`src/rtl/core/tbc_pkg.sv`:
```
// Package with the shared types and codes of the tombstone buffer.
`default_nettype none

package tbc_pkg;

    localparam logic [2:0] CMD_ADD    = 3'd0;
    localparam logic [2:0] CMD_FIRST  = 3'd1;
    localparam logic [2:0] CMD_NEXT   = 3'd2;
    localparam logic [2:0] CMD_REMOVE = 3'd3;
    localparam logic [2:0] CMD_CLEAR  = 3'd4;

    localparam int CAP_W   = 9;
    localparam int WORD_W  = 32;

    typedef enum logic [1:0] {
        ST_OK   = 2'd0,
        ST_ZERO = 2'd1,
        ST_FULL = 2'd2,
        ST_NONE = 2'd3
    } stat_t;

    typedef enum logic [2:0] {
        S_IDLE,
        S_DECODE,
        S_CMP_INIT,
        S_CMP_RUN,
        S_ADD_TRY,
        S_SCAN_PRIME,
        S_SCAN_RUN,
        S_RESULT
    } state_t;

    typedef struct packed {
        logic [2:0]        cmd;
        logic [WORD_W-1:0] data_in;
    } item_t;

    typedef struct packed {
        logic [1:0]        status;
        logic [WORD_W-1:0] data_out;
        logic [CAP_W-1:0]  entry_count;
    } result_t;

    typedef struct packed {
        logic  load_item;
        logic  cmp_init;
        logic  cmp_step;
        logic  cmp_finish;
        logic  do_add;
        logic  do_remove;
        logic  do_clear;
        logic  cur_zero;
        logic  cur_inc_sat;
        logic  cur_inc;
        logic  set_res;
        stat_t res_status;
        logic  res_take;
        logic  push;
    } ctrl_cmd_t;

    typedef struct packed {
        logic [2:0] cmd;
        logic       data_zero;
        logic       full;
        logic       removed_nz;
        logic       over_half;
        logic       cmp_done;
        logic       cur_in;
        logic       rd_live;
        logic       out_free;
    } dp_stat_t;

endpackage

`default_nettype wire

```
`src/rtl/core/tbc_ctrl.sv`:
```
// Controller state machine that sequences each command of the tombstone buffer.
`default_nettype none

module tbc_ctrl (
    input  wire logic             clk,
    input  wire logic             rst_n,
    input  wire logic             item_valid,
    output logic                  item_stall,
    output logic                  cfg_ready,
    input  wire tbc_pkg::dp_stat_t stat,
    output tbc_pkg::ctrl_cmd_t    cmd
);

    tbc_pkg::state_t state_reg;
    tbc_pkg::state_t state_next;

    always_ff @(posedge clk or negedge rst_n)
    begin
        if (!rst_n)
        begin
            state_reg <= tbc_pkg::S_IDLE;
        end
        else
        begin
            state_reg <= state_next;
        end
    end

    always_comb
    begin
        state_next = state_reg;
        cmd        = '0;
        item_stall = (state_reg != tbc_pkg::S_IDLE);
        cfg_ready  = (state_reg == tbc_pkg::S_IDLE);
        case (state_reg)
            tbc_pkg::S_IDLE:
            begin
                if (item_valid)
                begin
                    cmd.load_item = 1'b1;
                    state_next    = tbc_pkg::S_DECODE;
                end
            end
            tbc_pkg::S_DECODE:
            begin
                case (stat.cmd)
                    tbc_pkg::CMD_ADD:
                    begin
                        if (stat.data_zero)
                        begin
                            cmd.set_res    = 1'b1;
                            cmd.res_status = tbc_pkg::ST_ZERO;
                            state_next     = tbc_pkg::S_RESULT;
                        end
                        else if (stat.full && stat.removed_nz)
                        begin
                            state_next = tbc_pkg::S_CMP_INIT;
                        end
                        else
                        begin
                            state_next = tbc_pkg::S_ADD_TRY;
                        end
                    end
                    tbc_pkg::CMD_FIRST:
                    begin
                        if (stat.over_half)
                        begin
                            state_next = tbc_pkg::S_CMP_INIT;
                        end
                        else
                        begin
                            state_next = tbc_pkg::S_SCAN_PRIME;
                        end
                    end
                    tbc_pkg::CMD_NEXT:
                    begin
                        state_next = tbc_pkg::S_SCAN_PRIME;
                    end
                    tbc_pkg::CMD_REMOVE:
                    begin
                        cmd.set_res = 1'b1;
                        if (stat.cur_in)
                        begin
                            cmd.do_remove  = 1'b1;
                            cmd.res_status = tbc_pkg::ST_OK;
                        end
                        else
                        begin
                            cmd.res_status = tbc_pkg::ST_NONE;
                        end
                        state_next = tbc_pkg::S_RESULT;
                    end
                    tbc_pkg::CMD_CLEAR:
                    begin
                        cmd.do_clear   = 1'b1;
                        cmd.set_res    = 1'b1;
                        cmd.res_status = tbc_pkg::ST_OK;
                        state_next     = tbc_pkg::S_RESULT;
                    end
                    default:
                    begin
                        cmd.set_res    = 1'b1;
                        cmd.res_status = tbc_pkg::ST_OK;
                        state_next     = tbc_pkg::S_RESULT;
                    end
                endcase
            end
            tbc_pkg::S_CMP_INIT:
            begin
                cmd.cmp_init = 1'b1;
                state_next   = tbc_pkg::S_CMP_RUN;
            end
            tbc_pkg::S_CMP_RUN:
            begin
                if (stat.cmp_done)
                begin
                    cmd.cmp_finish = 1'b1;
                    if (stat.cmd == tbc_pkg::CMD_ADD)
                    begin
                        state_next = tbc_pkg::S_ADD_TRY;
                    end
                    else
                    begin
                        state_next = tbc_pkg::S_SCAN_PRIME;
                    end
                end
                else
                begin
                    cmd.cmp_step = 1'b1;
                end
            end
            tbc_pkg::S_ADD_TRY:
            begin
                cmd.set_res = 1'b1;
                if (stat.full)
                begin
                    cmd.res_status = tbc_pkg::ST_FULL;
                end
                else
                begin
                    cmd.do_add     = 1'b1;
                    cmd.res_status = tbc_pkg::ST_OK;
                end
                state_next = tbc_pkg::S_RESULT;
            end
            tbc_pkg::S_SCAN_PRIME:
            begin
                if (stat.cmd == tbc_pkg::CMD_FIRST)
                begin
                    cmd.cur_zero = 1'b1;
                end
                else
                begin
                    cmd.cur_inc_sat = 1'b1;
                end
                state_next = tbc_pkg::S_SCAN_RUN;
            end
            tbc_pkg::S_SCAN_RUN:
            begin
                if (!stat.cur_in)
                begin
                    cmd.set_res    = 1'b1;
                    cmd.res_status = tbc_pkg::ST_NONE;
                    state_next     = tbc_pkg::S_RESULT;
                end
                else if (stat.rd_live)
                begin
                    cmd.set_res    = 1'b1;
                    cmd.res_status = tbc_pkg::ST_OK;
                    cmd.res_take   = 1'b1;
                    state_next     = tbc_pkg::S_RESULT;
                end
                else
                begin
                    cmd.cur_inc = 1'b1;
                end
            end
            tbc_pkg::S_RESULT:
            begin
                if (stat.out_free)
                begin
                    cmd.push   = 1'b1;
                    state_next = tbc_pkg::S_IDLE;
                end
            end
            default:
            begin
                state_next = tbc_pkg::S_IDLE;
            end
        endcase
    end

endmodule

`default_nettype wire

```
`config.mk`:
```
export PLATFORM = sky130hd
export DESIGN_NAME = tbc_ctrl
export DESIGN_NICKNAME = d
export VERILOG_FILES = /design/src/rtl/core/tbc_pkg.sv /design/src/rtl/core/tbc_ctrl.sv
export SDC_FILE = /design/constraint.sdc
export NUM_CORES = 1
export LEC_CHECK = 0
export CAP_MARGIN = 20
export CORE_AREA = 2 2 39 41
export DETAILED_ROUTE_END_ITERATION = 16
export DIE_AREA = 0 0 41 43
export DONT_BUFFER_PORTS = 1
export PLACE_DENSITY = 0.63
export SKIP_CTS_REPAIR_TIMING = 1
export SYNTH_ARGS = -nofsm -noshare
export SYNTH_HDL_FRONTEND = slang
export SYNTH_SLANG_ARGS = --single-unit
```
`constraint.sdc`:
```
create_clock -name clk -period 2.05 [get_ports clk]
set_input_delay 0.615 -clock clk [delete_from_list [all_inputs] [get_ports clk]]
set_output_delay 0.615 -clock clk [all_outputs]
set_load 0.02 [all_outputs]
```
**Yosys cells after proc, flatten, opt, wreduce, memory -nomap -nowiden**

Index checks and enable logic that the tools add are counted.

- Equality and inequality tests: 15
- Mux-type cells: 40
- Reductions and logical operators: 6

Operators with widths:

| kind | count |
|---|---|
| 2-to-1 mux 3 bit | 10 |
| one-hot mux 3 bit (3 select lines) | 3 |
| one-hot mux 3 bit (8 select lines) | 1 |
| 2-to-1 mux 1 bit | 20 |
| == test 3 bit (second input constant) | 5 |
| == test 3 x 2 -> 1 bit (second input constant) | 4 |
| 2-to-1 mux 2 bit | 5 |
| == test 3 x 1 -> 1 bit (second input constant) | 2 |
| logical NOT 3 bit | 2 |
| inequality test 2 bit (second input constant) | 3 |
| 2-to-1 mux 4 bit | 1 |
| AND reduction 4 bit | 1 |
| inequality test 3 bit (second input constant) | 1 |
| nonzero test 3 bit | 1 |
| OR reduction 2 bit | 1 |
| logical AND 1 bit | 1 |

- Bits in registers: 3
- Input port bits: 14
- Output and inout port bits: 17
- Word-level logic and storage cells: 62

**Logic depth before layout (Yosys ltp)**

- Depth in word-level cells: 5
- Depth in mapped cells: 5
- Gate-level depth less buffers: 4

**Worst setup path after synthesis**

No wires, ideal clock.

- Kind: in2out
- From: in stat[9] (netlist bit)
- To: out cmd[8] (netlist bit)
- Arrival: 1.566 ns
- Required time: 1.435 ns
- Setup slack: -0.131 ns
- Cell stages on the path: 2
- Path buffers: 1
- Cells stage by stage: clkbuf_1 -> nor4b_1

RTL lines:

| item | RTL line | source |
|---|---|---|
| start: declaration | tbc_ctrl.sv:10 | `input wire tbc_pkg::dp_stat_t stat,` |
| end: declaration | tbc_ctrl.sv:11 | `output tbc_pkg::ctrl_cmd_t cmd` |

==> impl_metrics.csv <==
group,metric,value,unit
worst_setup_path,startpoint_type,"flop",
synthesis,synthFlopType,"dfrtp_1",
grt,grt_usage,15.2,%
die,io_pins,31,
timing,slew_headroom,73.5,%
clock_network,htree_levels,1,
finish,layout-drive-gt1-share,39.8,%
detailed_routing,viasPerCell,5.88,
worst_setup_path,regToRegSetupSlack,0.32,ns
synthesis,ys_async_sr_fraction,100,%
timing,fmax,453,MHz
grt,antenna_found_initial,0,
grt,grt_pass1_vias,440,
grt,grt_pass1_wl,1880,microns
finish,area_growth,39.3,%
timing,min_period_over_period,108,%
placement,port_buffers,0,
pwr,p_per_area,1280,nW/um^2
worst_setup_path,critical-path-slowest-cell,"or3b_4",
timing,setup_slack,-0.156,ns
detailed_routing,routed_wl,1440,microns
die,core,1380,sq um
die,fp-row-count,14,
clock_network,cts-root-buf,"clkbuf_4",
synthesis,synthDistinctLibCells,35,
timing,worstMarginPinSlew,0.396,ns
detailed_routing,drtIter0Drc,11,
worst_setup_path,cp_max_fo,3,
synthesis,yosys-top-cells-count,"nor2_1 (8), nand2_1 (5), nor3b_1 (4)",
finish,largest_reg_flops,3,
run_status,violations,"negative setup slack",
detailed_routing,drc_errors,0,
clock_network,numCtsBuffers,3,
detailed_routing,vias,582,
finish,num_antenna_cells,0,
timing,skew,0.00401,ns
finish,stdcell_area,701,sq um
detailed_routing,ant_nets,0,
finish,n_fill_cell,131,
timing,finalHoldViolCount,0,
clock_network,cts_tree,"done",
worst_setup_path,cpPeakStageDelay,0.42,ns
worst_setup_path,rr_worst_depth,6,
pwr,fin_total_pwr,898,uW
worst_setup_path,cp_cell_sequence,"or3b_4, nor3_4, a21oi_2, o22ai_4",
synthesis,syn_inst,70,
timing,finalMaxSlewViolations,0,
synthesis,ys_seq_area_share,14.9,%
synthesis,syn_area_per_cell,7.19,sq um
synthesis,synth.cell_area,503,sq um
grt,grt_max_degree,15,
timing,setup_viol,4,
pwr,ir_drop,549,uV
placement,place_area,627,sq um
die,die_h,43,microns
run_status,status,"complete, but fails checks",
synthesis,yosysMostFrequentCell,"nor2_1",
synthesis,synth_nets,84,
worst_setup_path,critPathKind,"flop to output port",
die,start_util,36.3,%
flow_run,drv_cap,0,
synthesis,yosysTopAreaCell,"dfrtp_1",
detailed_routing,routedWlPerCell,14.5,microns
synthesis,synth_edf_count,0,
clock_network,insertion_delay,0.23,ns
clock_network,clock_path_buffers,2,
pwr,p_leak,0.000278,uW
placement,dp_hpwl,1020,microns
synthesis,synthTopCellsByArea,"dfrtp_1 (15%), nor2_1 (6.0%), nor3b_1 (6.0%)",
grt,overflow,0,
timing,rsz0062_at_grt,"true",
worst_setup_path,crit_path_end_kind,"output port",
worst_hold_path,hold_class,"input pin to async pin",
finish,layout.nets,98,
synthesis,synth_warnings,0,
die,die_w,41,microns
placement,gp_congestion,0.778,
worst_setup_path,critPathRequiredTime,1.43,ns
timing,min_period,2.21,ns
worst_setup_path,cp.arrival,1.59,ns
detailed_routing,firstDrtPassIters,4,
synthesis,ys_seq_elements,3,
worst_setup_path,r2r_start,"state_reg[0]",
worst_setup_path,r2r_end,"state_reg[0]",
die,die-area,1760,sq um
clock_network,path_clk_slew,0.04,ns
clock_network,clock-sinks,3,
synthesis,synth_top_area_share,14.9,%
==> power by group <==
part           internal (uW)  switching [uW]
Sequential              89.0            14.4
Clock                   73.0            32.2
Combinational            285             404
Total                    447             450
==> worst max path at each step <==
stage,from,end,cells after the start
floorplan,stat[9],cmd[2],5
global placement,state_reg[1],cmd[2],4
detailed placement,state_reg[1],cmd[2],4
CTS,state_reg[1],cmd[2],4
global route,state_reg[1],cmd[2],4
finish,state_reg[1],cmd[2],4
==> cell usage in the layout, fill, tap and decap left out, types with 3 or more instances in the layout <==
| cell | Yosys | final |
|---|---|---|
| o21ai_0 | 3 | 3 |
| o22ai_4 | 0 | 3 |
| buf_4 | 1 | 14 |
| nor3_1 | 3 | 3 |
| clkbuf_4 | 0 | 3 |
| inv_1 | 3 | 3 |
| dfrtp_1 | 3 | 3 |
| nand3_1 | 3 | 3 |
| nor2_1 | 8 | 8 |
| nand2_1 | 5 | 5 |
| nor3b_1 | 4 | 4 |
==> metal layers <==
| metal | track usage (%) | vias up | share of wire, % |
|---|---|---|---|
| li1 | - | 282 | - |
| met1 | 22.7 | 274 | 44 |
| met2 | 20.0 | 26 | 48 |
| met3 | 5.76 | 0 | 7.5 |
| met4 | 4.00 | 0 | 0 |
| met5 | 0 | - | 0 |
==> kinds of logic (layout without fill, tap and decap cells) <==
| kind of cell | after synthesis | count (layout) | synth area share, % |
|---|---|---|---|
| simple gates | 37 | 37 | 42.8 |
| compound gates | 18 | 18 | 27.9 |
| mux | 2 | 2 | 4.97 |
| flops | 3 | 3 | 14.9 |
| buf+inv | 10 | 23 | 9.45 |
==> critical path: cells and delay by family (launching register included) <==
kind / cells / cell delay [ns]
AO/OA/AOI/OAI: 2 / 0.32
flip-flops: 1 / 0.37
AND/OR/NAND/NOR: 2 / 0.67
==> final cells by class <==
cell class	count	area [sq um]	share of cell area [%]
Sequential cell	3	75.1	10.7
Tap cell	16	20.0	2.86
Clock buffer	4	26.3	3.75
Inverter	5	21.3	3.04
Multi-Input combinational cell	57	453	64.6
Timing Repair Buffer	14	105	15.0
==> per-stage QoR <==
step           setup TNS, ns  util [%]  std cells  worst slack, ns  hold slack [ns]
2_1_floorplan              0         -         70           0.0196            0.319
3_3_place_gp               0      45.3         95            0.136            0.320
3_5_place_dp               0      45.3         95            0.106            0.320
4_1_cts               -0.472      47.2         99           -0.138           0.0795
5_1_grt               -0.774      50.6         99           -0.197           0.0720
6_report              -0.492      50.6         99           -0.156           0.0775
No activity file was read; power rests on OpenSTA's default activity.
